File: src/sv/ems_pkg.sv
// Shared types, codes and a helper function of the ECU mode supervisor.
package ems_pkg;

    // Event codes carried in the kind field
    localparam logic [2:0] KIND_RELEASE    = 3'd0;
    localparam logic [2:0] KIND_INIT_FAIL  = 3'd1;
    localparam logic [2:0] KIND_DEADLINE   = 3'd2;
    localparam logic [2:0] KIND_RUN_ACT    = 3'd3;
    localparam logic [2:0] KIND_BOOT_CHECK = 3'd4;
    localparam logic [2:0] KIND_SAFE_HALT  = 3'd5;

    // Operating modes
    localparam logic [2:0] MODE_STARTUP   = 3'd0;
    localparam logic [2:0] MODE_RUN       = 3'd1;
    localparam logic [2:0] MODE_DEGRADED  = 3'd2;
    localparam logic [2:0] MODE_SHUTDOWN  = 3'd3;
    localparam logic [2:0] MODE_SAFE_HALT = 3'd4;

    // Reset causes that always re-arm the boot-loop window
    localparam logic [1:0] REASON_POWER_ON = 2'd0;
    localparam logic [1:0] REASON_BROWNOUT = 2'd1;

    // Configuration register indexes
    localparam int unsigned CFG_INDEX_W = 3;
    localparam int unsigned CFG_DATA_W  = 32;
    localparam logic [CFG_INDEX_W-1:0] CFG_INIT_LOOP_COUNT = 3'd0;
    localparam logic [CFG_INDEX_W-1:0] CFG_WINDOW_US       = 3'd1;
    localparam logic [CFG_INDEX_W-1:0] CFG_MAX_RESETS      = 3'd2;
    localparam logic [CFG_INDEX_W-1:0] CFG_DEADLINE_LIMIT  = 3'd3;
    localparam logic [CFG_INDEX_W-1:0] CFG_RUN_ACT_LIMIT   = 3'd4;

    // Configuration reset values
    localparam logic [7:0]  RST_INIT_LOOP_COUNT = 8'd0;
    localparam logic [31:0] RST_WINDOW_US       = 32'd60000000;
    localparam logic [7:0]  RST_MAX_RESETS      = 8'd3;
    localparam logic [7:0]  RST_DEADLINE_LIMIT  = 8'd5;
    localparam logic [15:0] RST_RUN_ACT_LIMIT   = 16'd240;

    typedef struct packed {
        logic [2:0]         kind;
        logic signed [63:0] time_us;
        logic [1:0]         reset_reason;
    } ems_in_t;

    typedef struct packed {
        logic        accepted;
        logic [2:0]  mode;
        logic        gate_open;
        logic        reset_request;
        logic [7:0]  boot_loops_seen;
        logic [15:0] init_failure_count;
        logic [15:0] deadline_fault_count;
        logic [15:0] controlled_reset_count;
        logic [7:0]  retained_reset_count;
    } ems_out_t;

    // Saturating 16-bit increment
    function automatic logic [15:0] sat16_inc(input logic [15:0] v);
        logic [15:0] r;
        r = (v == 16'hFFFF) ? v : v + 16'd1;
        return r;
    endfunction

endpackage

File: src/sv/ems_in_stage.sv
// Input register of the ECU mode supervisor: holds one transaction for evaluation.
module ems_in_stage (
    input  logic            clk,
    input  logic            rst_n,
    input  logic            in_valid,
    output logic            in_stall,
    input  ems_pkg::ems_in_t in_data,
    input  logic            advance,
    output logic            item_valid,
    output ems_pkg::ems_in_t item
);
    import ems_pkg::*;

    logic    valid_reg;
    ems_in_t data_reg;
    logic    take;

    // Stall only while a held transaction cannot move on
    assign in_stall = valid_reg && !advance;
    assign take     = in_valid && !in_stall;

    // Track occupancy
    always_ff @(posedge clk or negedge rst_n)
    begin
        if (!rst_n)
        begin
            valid_reg <= 1'b0;
        end
        else if (take)
        begin
            valid_reg <= 1'b1;
        end
        else if (advance)
        begin
            valid_reg <= 1'b0;
        end
    end

    // Capture payload
    always_ff @(posedge clk)
    begin
        if (take)
        begin
            data_reg <= in_data;
        end
    end

    assign item_valid = valid_reg;
    assign item       = data_reg;

endmodule

File: src/sv/ems_state_unit.sv
// Supervisor state, configuration registers and the per-event update logic.
module ems_state_unit (
    input  logic                                 clk,
    input  logic                                 rst_n,
    input  logic                                 upd,
    input  ems_pkg::ems_in_t                     item,
    input  logic                                 cfg_we,
    input  logic [ems_pkg::CFG_INDEX_W-1:0]      cfg_index,
    input  logic [ems_pkg::CFG_DATA_W-1:0]       cfg_data,
    output ems_pkg::ems_out_t                    res
);
    import ems_pkg::*;

    // Configuration
    logic [7:0]  init_loop_reg;
    logic [31:0] window_us_reg;
    logic [7:0]  max_resets_reg;
    logic [7:0]  dl_limit_reg;
    logic [15:0] run_limit_reg;

    // Supervisor state
    logic [2:0]  mode_reg,        mode_next;
    logic        gate_reg,        gate_next;
    logic [15:0] init_fail_reg,   init_fail_next;
    logic [15:0] deadline_reg,    deadline_next;
    logic        reset_req_reg,   reset_req_next;
    logic [15:0] ctrl_reset_reg,  ctrl_reset_next;
    logic [15:0] run_act_reg,     run_act_next;
    logic [7:0]  loop_count_reg,  loop_count_next;
    logic [7:0]  retained_reg,    retained_next;
    logic [63:0] win_start_reg,   win_start_next;
    logic        linked_reg,      linked_next;

    logic        acc;
    logic [15:0] dl_inc;
    logic [15:0] run_inc;
    logic        future;
    logic [63:0] elapsed;
    logic        rearm;
    logic [7:0]  rr;

    // Window arithmetic for boot-loop check
    assign future  = item.time_us < $signed(win_start_reg);
    assign elapsed = item.time_us - win_start_reg;
    assign rearm   = future || (elapsed > {32'd0, window_us_reg})
                     || (item.reset_reason == REASON_POWER_ON)
                     || (item.reset_reason == REASON_BROWNOUT);
    assign rr      = rearm ? 8'd0 : retained_reg;
    assign dl_inc  = sat16_inc(deadline_reg);
    assign run_inc = sat16_inc(run_act_reg);

    // Evaluate one event
    always_comb
    begin
        mode_next       = mode_reg;
        gate_next       = gate_reg;
        init_fail_next  = init_fail_reg;
        deadline_next   = deadline_reg;
        reset_req_next  = reset_req_reg;
        ctrl_reset_next = ctrl_reset_reg;
        run_act_next    = run_act_reg;
        loop_count_next = loop_count_reg;
        retained_next   = retained_reg;
        win_start_next  = win_start_reg;
        linked_next     = linked_reg;
        acc             = 1'b0;
        case (item.kind)
            KIND_RELEASE:
            begin
                if (!gate_reg)
                begin
                    gate_next = 1'b1;
                    mode_next = (init_fail_reg == 16'd0) ? MODE_RUN : MODE_DEGRADED;
                    acc       = 1'b1;
                end
            end
            KIND_INIT_FAIL:
            begin
                init_fail_next = sat16_inc(init_fail_reg);
                if (gate_reg)
                begin
                    mode_next = MODE_DEGRADED;
                end
            end
            KIND_DEADLINE:
            begin
                deadline_next = dl_inc;
                if (dl_inc >= {8'd0, dl_limit_reg})
                begin
                    mode_next       = MODE_SHUTDOWN;
                    reset_req_next  = 1'b1;
                    ctrl_reset_next = sat16_inc(ctrl_reset_reg);
                end
            end
            KIND_RUN_ACT:
            begin
                if (mode_reg == MODE_RUN)
                begin
                    run_act_next = run_inc;
                    if (run_inc >= run_limit_reg)
                    begin
                        if (linked_reg)
                        begin
                            retained_next = 8'd0;
                        end
                        run_act_next = 16'd0;
                    end
                end
            end
            KIND_BOOT_CHECK:
            begin
                if (rearm)
                begin
                    win_start_next = item.time_us;
                end
                if (rr >= max_resets_reg)
                begin
                    retained_next   = rr;
                    loop_count_next = rr;
                    mode_next       = MODE_SAFE_HALT;
                    reset_req_next  = 1'b0;
                    acc             = 1'b1;
                end
                else
                begin
                    retained_next   = (rr == 8'hFF) ? rr : rr + 8'd1;
                    loop_count_next = (rr == 8'hFF) ? rr : rr + 8'd1;
                    linked_next     = 1'b1;
                end
            end
            KIND_SAFE_HALT:
            begin
                mode_next      = MODE_SAFE_HALT;
                reset_req_next = 1'b0;
            end
            default:
            begin
                acc = 1'b0;
            end
        endcase
    end

    // Result reflects the state after this event
    always_comb
    begin
        res.accepted               = acc;
        res.mode                   = mode_next;
        res.gate_open              = gate_next;
        res.reset_request          = reset_req_next;
        res.boot_loops_seen        = loop_count_next;
        res.init_failure_count     = init_fail_next;
        res.deadline_fault_count   = deadline_next;
        res.controlled_reset_count = ctrl_reset_next;
        res.retained_reset_count   = retained_next;
    end

    // Write configuration registers
    always_ff @(posedge clk or negedge rst_n)
    begin
        if (!rst_n)
        begin
            init_loop_reg  <= RST_INIT_LOOP_COUNT;
            window_us_reg  <= RST_WINDOW_US;
            max_resets_reg <= RST_MAX_RESETS;
            dl_limit_reg   <= RST_DEADLINE_LIMIT;
            run_limit_reg  <= RST_RUN_ACT_LIMIT;
        end
        else if (cfg_we)
        begin
            case (cfg_index)
                CFG_INIT_LOOP_COUNT: init_loop_reg  <= cfg_data[7:0];
                CFG_WINDOW_US:       window_us_reg  <= cfg_data;
                CFG_MAX_RESETS:      max_resets_reg <= cfg_data[7:0];
                CFG_DEADLINE_LIMIT:  dl_limit_reg   <= cfg_data[7:0];
                CFG_RUN_ACT_LIMIT:   run_limit_reg  <= cfg_data[15:0];
                default:             init_loop_reg  <= init_loop_reg;
            endcase
        end
    end

    // Boot loop count: loaded by configuration, else updated by events
    always_ff @(posedge clk or negedge rst_n)
    begin
        if (!rst_n)
        begin
            loop_count_reg <= RST_INIT_LOOP_COUNT;
        end
        else if (cfg_we && (cfg_index == CFG_INIT_LOOP_COUNT))
        begin
            loop_count_reg <= cfg_data[7:0];
        end
        else if (upd)
        begin
            loop_count_reg <= loop_count_next;
        end
    end

    // Commit event state
    always_ff @(posedge clk or negedge rst_n)
    begin
        if (!rst_n)
        begin
            mode_reg       <= MODE_STARTUP;
            gate_reg       <= 1'b0;
            init_fail_reg  <= 16'd0;
            deadline_reg   <= 16'd0;
            reset_req_reg  <= 1'b0;
            ctrl_reset_reg <= 16'd0;
            run_act_reg    <= 16'd0;
            retained_reg   <= 8'd0;
            win_start_reg  <= 64'd0;
            linked_reg     <= 1'b0;
        end
        else if (upd)
        begin
            mode_reg       <= mode_next;
            gate_reg       <= gate_next;
            init_fail_reg  <= init_fail_next;
            deadline_reg   <= deadline_next;
            reset_req_reg  <= reset_req_next;
            ctrl_reset_reg <= ctrl_reset_next;
            run_act_reg    <= run_act_next;
            retained_reg   <= retained_next;
            win_start_reg  <= win_start_next;
            linked_reg     <= linked_next;
        end
    end

`ifndef NO_ASSERTIONS
    // Safe halt event always lands in safe halt with no reset request
    a_safe_halt: assert property (@(posedge clk) disable iff (!rst_n)
        (upd && item.kind == KIND_SAFE_HALT) |=>
        (mode_reg == MODE_SAFE_HALT && !reset_req_reg))
        else $error("safe halt event did not halt");

    // Start gate never closes once released
    a_gate_hold: assert property (@(posedge clk) disable iff (!rst_n)
        !$fell(gate_reg))
        else $error("start gate closed");

    // Init failure count never goes down
    a_init_mono: assert property (@(posedge clk) disable iff (!rst_n)
        upd |=> (init_fail_reg >= $past(init_fail_reg)))
        else $error("init failure count decreased");

    // An accepted boot-loop check means safe halt
    a_boot_halt: assert property (@(posedge clk) disable iff (!rst_n)
        (upd && item.kind == KIND_BOOT_CHECK && acc) |=> (mode_reg == MODE_SAFE_HALT))
        else $error("boot-loop limit did not halt");
`endif

endmodule

File: src/sv/ems_out_stage.sv
// Result register of the ECU mode supervisor and the pipeline advance control.
module ems_out_stage (
    input  logic              clk,
    input  logic              rst_n,
    input  logic              item_valid,
    input  ems_pkg::ems_out_t res,
    output logic              advance,
    output logic              out_valid,
    input  logic              out_stall,
    output ems_pkg::ems_out_t out_data
);
    import ems_pkg::*;

    logic     valid_reg;
    ems_out_t data_reg;

    // Move on when the result slot is empty or being taken
    assign advance = !valid_reg || !out_stall;

    // Track occupancy
    always_ff @(posedge clk or negedge rst_n)
    begin
        if (!rst_n)
        begin
            valid_reg <= 1'b0;
        end
        else if (advance)
        begin
            valid_reg <= item_valid;
        end
    end

    // Capture result
    always_ff @(posedge clk)
    begin
        if (advance && item_valid)
        begin
            data_reg <= res;
        end
    end

    assign out_valid = valid_reg;
    assign out_data  = data_reg;

endmodule

File: src/sv/ecu_mode_supervisor_core.sv
// Top level of the ECU mode supervisor.
//
// Input channel: in_valid / in_stall / in_data carry one supervisory event per
// transaction (release, init failure, deadline fault, run activation,
// boot-loop check, safe halt). Output channel: out_valid / out_stall /
// out_data return exactly one result per event: the accepted flag and the
// mode, flags and counters as they stand after that event.
// A transaction moves on each rising edge where valid is high and stall low.
// The event is held in the input register; its result is then captured in the
// result register. Throughput: one event per cycle while out_stall is low; the
// combinational state update between the two registers sets this, with the
// 64-bit window subtract and compare as its longest path.
// Stalls: while out_stall holds a result, the input register keeps its event
// and in_stall rises once that register is full; nothing is dropped.
// Configuration: cfg_we / cfg_index / cfg_data write one register per edge; the
// user must write only while no event is in flight, which the block does not
// enforce. Writing the initial boot loop count also loads the boot loop count.
// Reset: rst_n clears both registers, the mode (startup), all counters and
// flags, and restores configuration defaults.
module ecu_mode_supervisor_core (
    input  logic                            clk,
    input  logic                            rst_n,
    input  logic                            in_valid,
    output logic                            in_stall,
    input  ems_pkg::ems_in_t                in_data,
    output logic                            out_valid,
    input  logic                            out_stall,
    output ems_pkg::ems_out_t               out_data,
    input  logic                            cfg_we,
    input  logic [ems_pkg::CFG_INDEX_W-1:0] cfg_index,
    input  logic [ems_pkg::CFG_DATA_W-1:0]  cfg_data
);
    import ems_pkg::*;

    logic     advance;
    logic     item_valid;
    ems_in_t  item;
    ems_out_t res;

    ems_in_stage u_in (
        .clk        (clk),
        .rst_n      (rst_n),
        .in_valid   (in_valid),
        .in_stall   (in_stall),
        .in_data    (in_data),
        .advance    (advance),
        .item_valid (item_valid),
        .item       (item)
    );

    ems_state_unit u_state (
        .clk       (clk),
        .rst_n     (rst_n),
        .upd       (item_valid && advance),
        .item      (item),
        .cfg_we    (cfg_we),
        .cfg_index (cfg_index),
        .cfg_data  (cfg_data),
        .res       (res)
    );

    ems_out_stage u_out (
        .clk        (clk),
        .rst_n      (rst_n),
        .item_valid (item_valid),
        .res        (res),
        .advance    (advance),
        .out_valid  (out_valid),
        .out_stall  (out_stall),
        .out_data   (out_data)
    );

endmodule

File: config.mk
export PLATFORM = sky130hd
export DESIGN_NAME = ecu_mode_supervisor_core
export DESIGN_NICKNAME = d
export VERILOG_FILES = /design/src/sv/ems_pkg.sv /design/src/sv/ems_in_stage.sv /design/src/sv/ems_state_unit.sv /design/src/sv/ems_out_stage.sv /design/src/sv/ecu_mode_supervisor_core.sv
export SDC_FILE = /design/constraint.sdc
export NUM_CORES = 1
export LEC_CHECK = 0
export BUFFER_PORTS_ARGS = -buffer_cell sky130_fd_sc_hd__buf_2
export CORE_ASPECT_RATIO = 0.6
export CORE_MARGIN = 2
export CORE_UTILIZATION = 48
export DETAILED_ROUTE_END_ITERATION = 10
export GPL_TIMING_DRIVEN = 0
export PLACE_DENSITY = 0.63
export SKIP_CTS_REPAIR_TIMING = 1
export SLEW_MARGIN = 0
export SYNTH_ARGS = -nofsm -noshare
export SYNTH_HDL_FRONTEND = slang
export SYNTH_SLANG_ARGS = --single-unit
export TNS_END_PERCENT = 5
File: constraint.sdc
create_clock -name clk -period 9.75 [get_ports clk]
set_input_delay 1.4625 -clock clk [delete_from_list [all_inputs] [get_ports clk]]
set_output_delay 1.4625 -clock clk [all_outputs]
set_load 0.05 [all_outputs]
Word level (Yosys, flattened, before mapping)
Cells that the tools add are included.
Widths: inputs -> output; s select.
{"block": "totals", "inputBits": 109, "register_bits": 355, "elab_cells": 116, "out_inout_bits": 72}
{"block": "classes", "magnitude_cmp": 5, "n_bitwise": 1, "eq_ne": 16, "reduce_logical": 25, "n_mux": 34, "addsub": 6}
{"operator": "$mux 16", "n": 9}
{"operator": "$mux 8", "n": 9}
{"operator": "$add 16x1->16 const B", "n": 4}
{"operator": "$eq 16x16->1 const B", "n": 4}
{"operator": "$gt 64x32->1", "n": 1}
{"operator": "$lt 64x64->1", "n": 1}
{"operator": "$sub 64x64->64", "n": 1}
{"operator": "$ge 16x16->1", "n": 1}
{"operator": "$ge 16x8->1", "n": 1}
{"operator": "$logic_not 16->1", "n": 1}
{"operator": "$pmux 8 s2", "n": 1}
{"operator": "$pmux 3 s5", "n": 1}
{"operator": "$eq 3x2->1 const B", "n": 4}
{"operator": "$mux 3", "n": 4}
{"operator": "$eq 3x1->1 const B", "n": 3}
{"operator": "$eq 3x3->1 const B", "n": 3}
{"operator": "$reduce_and 3->1", "n": 3}
{"operator": "$add 8x1->8 const B", "n": 1}
{"operator": "$eq 8x8->1 const B", "n": 1}
{"operator": "$ge 8x8->1", "n": 1}
{"operator": "$reduce_and 2->1", "n": 4}
{"operator": "$mux 1", "n": 7}
{"operator": "$logic_not 3->1", "n": 2}
{"operator": "$logic_and 1x1->1", "n": 4}
{"operator": "other kinds (9)", "n": 16}

Depth between registers and ports, before layout
{"block": "depth", "depth_word": 12, "mapped_depth": 36, "depth_no_buf": 35}

Modules after synthesis
Synthesis repeated with hierarchy kept, for this count alone.
{"block": "hier_totals", "hier_cells": 2350, "area_unflattened_um2": 22305.1}
{"module": "ems_state_unit", "cells_each": 2201, "seq_area_each_um2": 5377.7, "instances": 1, "area_each_um2": 18019.8}
{"module": "ems_out_stage", "cells_each": 74, "seq_area_each_um2": 2127.0, "instances": 1, "area_each_um2": 2149.6}
{"module": "ems_in_stage", "cells_each": 74, "seq_area_each_um2": 2097.0, "instances": 1, "area_each_um2": 2129.5}
{"module": "ecu_mode_supervisor_core", "cells_each": 1, "seq_area_each_um2": 0.0, "instances": 1, "area_each_um2": 6.3}

Worst setup path before layout
Ideal clock, no wire load.
{"block": "synth_timing", "kind": "register -> register", "from": "register u_in.data_reg (netlist bit u_in.item[2])", "to": "register u_out.data_reg (netlist bit u_out.out_data[2]), data pin", "arrival_time_ns": 7.796, "setup_ns": 0.256, "required_ns": 9.494, "path_stages_with_launch": 35, "setup_slack_ns": 1.698, "path_buffers": 2, "cell_sequence": "edfxtp_1 inv_1 ha_1 fa_1 nand2b_1 a21oi_1 o21ai_1 o41ai_1 nor2_1 o21ai_0 xor2_1 ha_1 nand4_1 or3_1 nor3_1 a31oi_1 or4_1 nor4_4 nand4_4 or3_1 buf_6 buf_8 nor2_1 ha_1 a21o_1 a21o_1 a21o_1 a21o_1 a21o_1 a21o_1 a211o_1 or4b_2 nor4_1 nor3b_1 o22a_1"}
{"item": "start: declaration", "line_no": "ems_in_stage.sv:15", "text": "ems_in_t data_reg;"}
{"item": "start signal: assignment", "line_no": "ems_in_stage.sv:44", "text": "data_reg <= in_data;"}
{"item": "end signal: assignment", "line_no": "ems_out_stage.sv:38", "text": "data_reg <= res;"}
{"item": "end: declaration", "line_no": "ems_out_stage.sv:15", "text": "ems_out_t data_reg;"}

==> metrics.txt <==
CTS Buf Count=36; core footprint=43,600 um^2; worst hold path class=flop to flop; instance count of the mapped netlist=2,235; CTS tree=done; largest net degree at the start of global routing=81; Port Buf Inserts=179; Fin Clk Skew=25.5 ps; Total Die Area=46,200 um^2; Tot Pwr=5390 uW; via count=17,600; Final Cycle Share=0.958; total wire length=58,700 um; CP Buf/Inv Count=3; multi-input logic area=10,800 um^2; Util after Layout=0.558; max reg flops=70; Max-cap violations=0; Row Count=59; Starting Density=0.490; CTS H-tree depth=2; HPWL reported at the end of detailed placement=45,600 um; number of global-route vias before repair=16,900; Synth-to-Final Area Change=13.9%; gr usage total=0.253; WL per Instance=19.1 um; Int Pwr=3320 uW; Post-Syn Nets=2,479; max incr delay on CP=670 ps; Clk pwr share=0.257; combinational share of power=0.389; storage element area=9570 um^2; GRT Residual Overflow=0; Setup TNS Final=0 ps; Reg power frac=0.354; worst-skew pair later-pin latency=550 ps; Unique masters post-synth=89; WP data arrival=9640 ps; Pre-antenna DRT Iters=5; CP required=10,050 ps; NumNets Final=2,700; die height=167 um; Startpoint Class=flop; relative slew slack=0.273; yosys warns=0; Psw=2070 uW; Post-Syn Area per Cell=9.54 um^2; drt drc=0; slowest CP cell=or4b_2; critical path capture point type=flop; initial antenna violation count=2; Clock transition at path regs=70 ps; Final min period=9340 ps; slew of the pin with the lowest slew margin=1090 ps; P_leak=0.0105 uW; CTS root buf=clkbuf_16; Pins Over Slew Limit=0; CTS Sinks=354; fillers=4,061; Antenna Nets Post-Route=0; power per cell area=222 nW/um^2; #FFs+latches synth=354; most frequent CP cell=a21o_1; fmax=0.107 GHz; Max clock buf depth=3; Post-synth top flop=dfrtp_1; crit path kind=flop to flop; register area share after synthesis=0.449; Post-synth EDFFs=138; Sw Ratio=0.384; GPL Wtd Cong=0.974; Ports=181; Post-synth ARST share=0.610; final hold vios=0; Final Setup Violations=0; Starting DRT DRC Count=1,634; cell family with most CP delay=simple AND/OR/NAND/NOR gates; worst-path maximum fanout=10; RSZ-0062 raised after global routing=no; VDD IR max=0.157 mV; most frequent cells in the layout=nand2_1, dfrtp_1, buf_2; global-route wire length before repair=93,500 um; mapped cell area=21,300 um^2; die span in x=276 um; share of cells above drive strength 1=0.158; drt via density=5.75; status=finished, final reports clean; most common cell after layout, fill and taps aside=nand2_1
-- per-stage QoR --
stage / area (um^2) / setup slack (ps) / hold WS (ps) / cells
after floorplan: 21300 / 1700 / 449 / 2235
after global placement: 23000 / -100 / 467 / 2993
after detailed placement: 23100 / -71.1 / 472 / 2997
after CTS: 24200 / -108 / 486 / 3063
final: 24300 / 410 / 481 / 3065
after global routing: 24300 / 57.9 / 506 / 3065
-- tightest hold or removal path, cell delays in order, from the launching register on --
cell     delay [ps]
dfrtp_1         340
nand2_1          50
o21ai_0          60
-- layout make-up --
class,count,share of cell area
clock buffer,54,0.0437
multi-input combinational,1625,0.445
inverter,161,0.0249
antenna,2,0.000206
buffer,95,0.0168
sequential,354,0.394
tap,579,0.0298
clock inverter,12,0.00417
timing repair buffer,183,0.0418
-- cells by family (layout without fill, tap and decap cells) --
family,Yosys count,after routing,synth area share
xor+xnor,126,126,0.0517
mux,104,104,0.0545
fa+ha+maj,135,135,0.0795
buf+inv,256,505,0.0473
compound gates,528,528,0.154
simple gates,732,732,0.164
other cells,0,2,0
flops,354,354,0.449
-- final timing paths --
check / from / end / slack (ps) / depth (start not counted)
min in group asynchronous: rst_n / u_state.run_limit_reg[14] / 860 / 1
setup / recovery: u_in.item[18] / u_out.out_data[2] / 410 / 33
hold reg to reg: u_state.dl_limit_reg[1] / u_state.dl_limit_reg[1] / 480 / 2
max in group asynchronous: rst_n / u_state.win_start_reg[50] / 7690 / 3
hold / removal: u_state.dl_limit_reg[1] / u_state.dl_limit_reg[1] / 480 / 2
setup reg to reg: u_in.item[18] / u_out.out_data[2] / 410 / 33
-- synth_stat cells, types with 9 or more instances --
cell type	instances	area [um^2]
nand2_1	287	1080
dfrtp_1	198	4950
inv_1	161	604
o21ai_0	161	806
a21oi_1	145	726
nor2_1	140	526
edfxtp_1	138	4140
ha_1	134	1680
xnor2_1	87	762
mux2_2	71	800
clkbuf_1	69	259
nand3_1	69	345
nand4_1	59	369
a21o_1	51	383
nor3_1	40	200
xor2_1	39	342
mux2_1	23	259
o21a_1	23	173
and3_1	22	138
nand2b_1	22	138
dfstp_2	18	473
nor4_1	18	113
a31oi_1	17	106
buf_2	17	85.1
or3_1	13	81.3
o211ai_1	12	90.1
or2_2	12	75.1
a211oi_1	11	82.6
mux2i_1	9	90.1
o31ai_1	9	67.6
-- power by group through the flow --
stage                     Clock, uW  Combinational, uW  Sequential, uW
after floorplan                   0               1360            2010
after global placement            0               1990            1930
after detailed placement          0               2040            1940
after CTS                      1420               2050            1910
after global routing           1490               2320            1930
final                          1380               2100            1910
-- per-layer routing --
metal	up-vias	routed length (um)	GRT usage
met3	59	4290	0.0472
met2	573	23400	0.357
li1	8432	-	-
met4	2	840	0.0430
met5	-	78	0.0123
met1	8544	30100	0.403
Power figures use the tool's default switching activity.
